File: config.mk
export PLATFORM = sky130hd
export DESIGN_NAME = psd_isqrt
export DESIGN_NICKNAME = d
export VERILOG_FILES = /design/src/sv/psd_isqrt.sv
export SDC_FILE = /design/constraint.sdc
export NUM_CORES = 2
export LEC_CHECK = 0
export BUFFER_PORTS_ARGS = -buffer_cell sky130_fd_sc_hd__buf_4
export CAP_MARGIN = 15
export CORE_MARGIN = 4
export CORE_UTILIZATION = 60
export DETAILED_ROUTE_END_ITERATION = 10
export GPL_TIMING_DRIVEN = 0
export PLACE_DENSITY = 0.79
export SKIP_CTS_REPAIR_TIMING = 1
export SLEW_MARGIN = 20
export SYNTH_ARGS = -nofsm -noshare
export SYNTH_HDL_FRONTEND = slang
export SYNTH_SLANG_ARGS = --single-unit
File: constraint.sdc
create_clock -name clk -period 3.7 [get_ports clk]
set_input_delay 0.185 -clock clk [delete_from_list [all_inputs] [get_ports clk]]
set_output_delay 0.185 -clock clk [all_outputs]
set_load 0.01 [all_outputs]
File: src/sv/psd_isqrt.sv
// pipelined restoring square root, one result bit per stage
module psd_isqrt #(
  parameter int InBits  = 64,
  parameter int TagBits = 8
) (
  input  logic                   clk,
  input  logic                   rst_n,
  input  logic                   in_vld,
  input  logic [InBits-1:0]      in_rad,
  input  logic [TagBits-1:0]     in_tag,
  output logic                   out_vld,
  output logic [InBits/2-1:0]    out_root,
  output logic [TagBits-1:0]     out_tag
);
  localparam int Steps = InBits / 2;
  localparam int RemBits = Steps + 2;

  logic                vld_r  [Steps+1];
  logic [InBits-1:0]   rad_r  [Steps+1];
  logic [RemBits-1:0]  rem_r  [Steps+1];
  logic [Steps-1:0]    root_r [Steps+1];
  logic [TagBits-1:0]  tag_r  [Steps+1];

  always_comb begin
    vld_r[0]  = in_vld;
    rad_r[0]  = in_rad;
    rem_r[0]  = '0;
    root_r[0] = '0;
    tag_r[0]  = in_tag;
  end

  for (genvar s = 0; s < Steps; s++) begin : g_step
    logic [RemBits-1:0] trial_nxt;
    logic [RemBits-1:0] cand_nxt;
    logic [RemBits-1:0] sh_nxt;
    logic v_r;
    logic [InBits-1:0]  d_r;
    logic [RemBits-1:0] m_r;
    logic [Steps-1:0]   q_r;
    logic [TagBits-1:0] t_r;
    always_comb begin
      sh_nxt    = {rem_r[s][RemBits-3:0], rad_r[s][InBits-1 -: 2]};
      cand_nxt  = {root_r[s], 2'b01};
      trial_nxt = sh_nxt - cand_nxt;
    end
    always_ff @(posedge clk) begin
      if (!rst_n) begin
        v_r <= 1'b0;
      end else begin
        v_r <= vld_r[s];
      end
      d_r <= rad_r[s] << 2;
      t_r <= tag_r[s];
      if (sh_nxt >= cand_nxt) begin
        m_r <= trial_nxt;
        q_r <= {root_r[s][Steps-2:0], 1'b1};
      end else begin
        m_r <= sh_nxt;
        q_r <= {root_r[s][Steps-2:0], 1'b0};
      end
    end
    always_comb begin
      vld_r[s+1]  = v_r;
      rad_r[s+1]  = d_r;
      rem_r[s+1]  = m_r;
      root_r[s+1] = q_r;
      tag_r[s+1]  = t_r;
    end
  end

  assign out_vld  = vld_r[Steps];
  assign out_root = root_r[Steps];
  assign out_tag  = tag_r[Steps];
endmodule

# [Word-level counts from Yosys, hierarchy flattened]
# Index checks and enable logic that the tools add are counted.
[word_totals] reg_bits=2771 in_bits=75 out_inout_bits=41 wordCells=285
[classes] addsub=31 n_lt_le_gt_ge=32 n_mux=63
[op_table] cell="two-way mux 32 bit" n=30
[op_table] cell=">= comparator 34 x 10 -> 1 bit" n=1
[op_table] cell=">= comparator 34 x 11 -> 1 bit" n=1
[op_table] cell=">= comparator 34 x 12 -> 1 bit" n=1
[op_table] cell=">= comparator 34 x 13 -> 1 bit" n=1
[op_table] cell=">= comparator 34 x 14 -> 1 bit" n=1
[op_table] cell=">= comparator 34 x 15 -> 1 bit" n=1
[op_table] cell=">= comparator 34 x 16 -> 1 bit" n=1
[op_table] cell=">= comparator 34 x 17 -> 1 bit" n=1
[op_table] cell=">= comparator 34 x 18 -> 1 bit" n=1
[op_table] cell=">= comparator 34 x 19 -> 1 bit" n=1
[op_table] cell=">= comparator 34 x 20 -> 1 bit" n=1
[op_table] cell=">= comparator 34 x 21 -> 1 bit" n=1
[op_table] cell=">= comparator 34 x 22 -> 1 bit" n=1
[op_table] cell=">= comparator 34 x 23 -> 1 bit" n=1
[op_table] cell=">= comparator 34 x 24 -> 1 bit" n=1
[op_table] cell=">= comparator 34 x 25 -> 1 bit" n=1
[op_table] cell=">= comparator 34 x 26 -> 1 bit" n=1
[op_table] cell=">= comparator 34 x 27 -> 1 bit" n=1
[op_table] cell=">= comparator 34 x 28 -> 1 bit" n=1
[op_table] cell=">= comparator 34 x 29 -> 1 bit" n=1
[op_table] cell=">= comparator 34 x 3 -> 1 bit" n=1
[op_table] cell=">= comparator 34 x 30 -> 1 bit" n=1
[op_table] cell=">= comparator 34 x 31 -> 1 bit" n=1
[op_table] cell="42 further kinds" n=73

# [Logic depth before layout (Yosys ltp)]
[depth] word_depth=2 ltp_mapped=14 depth_no_buf=13

# [Least setup slack after synthesis]
# OpenSTA, ideal clock, no wires.
[synth_timing] kind="reg2reg" from="reg g_step[20].q_r[5]" to="reg g_step[21].m_r[25]" setup_time_ns=0.117 arrival_time_ns=2.912 setup_slack_ns=0.670 path_stages_with_launch=13 path_cell_list="dfxtp_1 inv_1 ha_1 a21oi_1 o21ai_0 a2111oi_0 o31ai_1 a221o_1 a41oi_1 a21oi_1 o21ai_1 nand3_1 a32o_1"
[synth_via] elab_chain_len=2
[synth_rtl] element="start, declared" line="39" text="logic [Steps-1:0] q_r;"
[synth_rtl] element="start signal, assigned" line="56" text="q_r <= {root_r[s][Steps-2:0], 1'b1};"
[synth_rtl] element="start signal, assigned" line="59" text="q_r <= {root_r[s][Steps-2:0], 1'b0};"
[synth_rtl] element="subtractor 32 x 23 -> 32 bit / >= comparator 34 x 23 -> 1 bit (equally long branches)" line="44, 54"
[synth_rtl] element="two-way mux 32 bit (*)" line="54" text="if (sh_nxt >= cand_nxt) begin"
[synth_rtl] element="end signal, assigned" line="55" text="m_r <= trial_nxt;"
[synth_rtl] element="end signal, assigned" line="58" text="m_r <= sh_nxt;"
[synth_rtl] element="end, declared" line="38" text="logic [RemBits-1:0] m_r;"
# Every way passes the cells marked *; elsewhere a longest branch is shown, timed or not.
# A chain may end at the register's enable or synchronous reset.

# [Final worst setup path]
[layout_timing] from="reg g_step[27].q_r[1]" to="reg g_step[28].m_r[17]"
[layout_via] elab_chain_len=2
[layout_rtl] element="start, declared" line="39"
[layout_rtl] element="start signal, assigned" line="56"
[layout_rtl] element="start signal, assigned" line="59"
[layout_rtl] element="subtractor 32 x 30 -> 32 bit / >= comparator 34 x 30 -> 1 bit (equally long branches)" line="44, 54"
[layout_rtl] element="two-way mux 32 bit (*)" line="54"
[layout_rtl] element="end signal, assigned" line="55"
[layout_rtl] element="end signal, assigned" line="58"
[layout_rtl] element="end, declared" line="38"
# Marks and branches as above.

==> qor.txt <==
SETUP PATH
-----------------------------------------------------------------------------------------------------
Critical path's slowest cell                                                                     ha_1
CP cell instances                                                                        inv_1 -> ha_1 -> o211a_1 -> o31ai_1 -> a211oi_2 -> a211oi_2 -> buf_4 -> a211o_1 -> nand2_1 -> o21ai_2 -> a22oi_2 -> buf_4 -> buf_2 -> clkbuf_2 -> a21oi_1
Crit Path Class                                                                            reg -> reg
Signal arrival time at the worst endpoint                                                     4340 ps
Type of destination of the critical path                                                     register
Setup crit start kind                                                                        register
Worst stage delay on the critical path                                                         400 ps
Peak fanout along the critical path                                                                10
Data required time of the critical path                                                       4410 ps

CLOCK TREE
-----------------------------------------------------------------------------------------------------
Clock root cell                                                                             clkbuf_16
Clock slew seen by the registers of the worst setup and hold paths                              70 ps
Clock Latency Late Sink                                                                        880 ps
Clock sinks                                                                                      2742
CTS tree                                                                                        built
TritonCTS Buffers                                                                                 281
CTS H-tree depth                                                                                    5
Clk buf depth                                                                                       4

GLOBAL ROUTING
-----------------------------------------------------------------------------------------------------
Maximum number of pins on one net before global-route repair                                       18
Global-route wire length before repair                                                         319 mm
Number of global-route vias before repair                                                       63100
Initial antenna violation count                                                                     4
GRT Util Overall                                                                                23.8%
Leftover overflow at the end of global routing                                                      0

SYNTH
-----------------------------------------------------------------------------------------------------
Seq/Total Area, Yosys                                                                           57.8%
Post-synthesis cell type with the largest combined area                                       dfxtp_1
Most instantiated library cell after synthesis                                                dfxtp_1
Simple logic cell fraction of the synthesized area                                              11.8%
Area share of the leading cell type in the synthesized netlist                                  57.8%
Count of yosys warnings during synthesis                                                            0
Share of synthesized registers carrying an async set or reset                                      0%
Most instantiated flip-flop cell in the synthesis netlist                                     dfxtp_1
Mapped Avg Cell Area                                                                        10.5 um^2
Cell count after synthesis                                                                       9055
Post-synth cell types                                                                             100
Top area cells in the synthesized netlist                                                dfxtp_1 (58%), ha_1 (7.4%), xnor2_1 (3.6%), xor2_1 (3.5%), a21oi_1 (3.1%)
Count of flip-flops with a built-in enable after synthesis                                          0
Xor and xnor area share after synthesis                                                         7.11%
Multiplexer share of the synthesized area                                                      0.969%
Combinational family with the most area after synthesis                                  simple AND/OR/NAND/NOR gates
Commonest cells post-synth                                                               dfxtp_1 (2742), inv_1 (708), a21oi_1 (597)
Post-synthesis share of cell area spent on full adders, half adders and majority gates          7.43%
Post-Syn Nets                                                                                    9694
FF+latch count, synth                                                                            2742
Cell area after synthesis                                                                  94900 um^2
Synth Area in Compound Gates                                                                    11.4%

PLACEMENT
-----------------------------------------------------------------------------------------------------
Post-Place Cell Area                                                                       98400 um^2
Number of input and output port buffers inserted                                                  115
Post-DP HPWL                                                                                   145 mm
Final weighted congestion of routability-driven global placement                                0.947

DRT
-----------------------------------------------------------------------------------------------------
Initial DRC Count                                                                                4804
Drc violations                                                                                      0
Router iterations before antenna repair                                                             8
Vias per cell                                                                                    5.46
Overall via count from detail_route                                                             64700
Count of antenna-violating nets left after detailed routing                                         0
Drt total wl                                                                                   205 mm
Wire length per cell after detailed routing                                                   17.3 um

MIN PATH
-----------------------------------------------------------------------------------------------------
Class of the worst hold path                                                                in -> reg

POWER
-----------------------------------------------------------------------------------------------------
Combinational share of power                                                                    17.4%
Share of total power in sequential cells                                                        47.2%
Power per standard cell area                                                              725 nW/um^2
Clock network fraction of total power                                                           35.4%
Cell Int Power                                                                               57300 uW
Worst vdd rail ir drop                                                                       0.797 mV
Switch share                                                                                    27.9%
Psw                                                                                          22200 uW
Pleak                                                                                       0.0515 uW

FLOORPLANNING
-----------------------------------------------------------------------------------------------------
Count of pins on the block boundary                                                               116
Number of standard-cell rows in the floorplan                                                     145
DIE HEIGHT                                                                                     406 um
Horizontal extent of the die                                                                   406 um
Core Box Area                                                                             157000 um^2
Die Area                                                                                  165000 um^2
Initial core utilization                                                                        60.6%

TIMING
-----------------------------------------------------------------------------------------------------
Worst Hold Margin                                                                             56.2 ps
Setup tns final                                                                                  0 ps
Largest clock skew in the final design                                                        63.8 ps
Max frequency                                                                               0.275 GHz
Worst slew margin                                                                               24.3%
Final count of pins violating max slew                                                              0
Fin crit share                                                                                  98.2%
Final critical-path required period                                                           3630 ps
Final count of hold timing violations                                                               0
Tightest Pin Transition                                                                       1120 ps
Setup-violating endpoint count in the final report                                                  0

LAYOUT
-----------------------------------------------------------------------------------------------------
# nets final                                                                                    10300
Fraction of the core area covered by cells at the end of the flow                               70.0%
Area of all placed cells without fillers                                                  110000 um^2
P&R area growth vs syn                                                                          15.6%
Share of cells above drive strength 1                                                           8.32%

OUTCOME
-----------------------------------------------------------------------------------------------------
Result of the run                                                                        finished, final reports clean

FLOW RUN
-----------------------------------------------------------------------------------------------------
Number of maximum-capacitance constraint violations                                                 0

## final cells by class
cell class	count	area, um^2
multi-input cells	5445	37100
clock buffers	389	8150
repair buffers	283	2500
clock inverters	79	1110
fillers	11300	47100
plain buffers	152	668
inverters	713	2680
flip-flops and latches	2742	54900
diodes	2	5.00
well taps	2058	2570
## cells by family after synthesis
family,Yosys count
mux,83
simple gates,2262
xor+xnor,771
buf+inv,868
other cells,1
flops,2742
fa+ha+maj,564
compound gates,1764
## routing by layer
metal	routed length, um	track usage (%)
met1	90300	31.2
met3	12200	4.22
met2	95800	39.7
met5	0	0
met4	6570	8.03
## power groups by stage
stage	Combinational [uW]	Clock, uW	Sequential [uW]
6_report	13800	28100	37600
2_1_floorplan	10200	0	36900
3_5_place_dp	13200	0	38100
3_3_place_gp	12900	0	38000
5_1_grt	15400	29900	38000
4_1_cts	13300	28700	37500
## state kept, by name, summed over array words and instances, names as in the netlist
name	count
g_step.q_r	496
g_step.m_r	934
g_step.d_r	992
out_tag	8
g_step.t_r	248
g_step.v_r	31
out_root	32
out_vld	1
## through the flow
step / setup WS [ps] / instances / power [uW]
2_1_floorplan: 670 / 9055 / 47100
3_3_place_gp: -830 / 11200 / 50900
3_5_place_dp: -834 / 11200 / 51300
4_1_cts: -882 / 11700 / 79500
5_1_grt: -48.8 / 11900 / 83300
6_report: 65.7 / 11900 / 79500
## path summary, 6_finish.rpt
path,startpoint,endpoint,slack [ps],cells past startpoint
max reg2reg,g_step[27].q_r[1]$_DFF_P_,g_step[28].m_r[17]$_DFF_P_,70,15
min,in_rad[31],g_step[0].d_r[33]$_DFF_P_,60,2
min reg2reg,g_step[15].d_r[42]$_DFF_P_,g_step[16].d_r[44]$_DFF_P_,280,0
max,g_step[27].q_r[1]$_DFF_P_,g_step[28].m_r[17]$_DFF_P_,70,15
## layout by cell type, fill, tap and decap left out, types with 43 or more instances in the layout
| cell type | instances |
|---|---|
| inv_1 | 707 |
| dlygate4sd3_1 | 146 |
| and2_1 | 68 |
| o21ai_0 | 428 |
| nor2b_1 | 87 |
| o31ai_1 | 54 |
| or4_1 | 43 |
| nand4_1 | 87 |
| nor4_1 | 96 |
| nand2_1 | 575 |
| nand2b_1 | 111 |
| nor2_1 | 584 |
| xnor2_1 | 394 |
| a21oi_1 | 588 |
| clkbuf_1 | 130 |
| xor2_1 | 377 |
| nand3_1 | 131 |
| clkbuf_16 | 288 |
| ha_1 | 564 |
| o21a_1 | 93 |
| nor3_1 | 190 |
| a21o_1 | 205 |
| buf_4 | 141 |
| clkbuf_8 | 56 |
| mux2_2 | 71 |
| dfxtp_1 | 2742 |
| and3_1 | 49 |
| or3_1 | 107 |
## worst max-delay path, delay by kind of cell (launching register included)
kind	cells	cell delay, ps
AO/OA/AOI/OAI	8	1480
buffers and inverters	5	1110
adder cells (fa/ha/maj)	1	400
flip-flops	1	370
AND/OR/NAND/NOR	1	90
(Power assumes the default switching activity.)
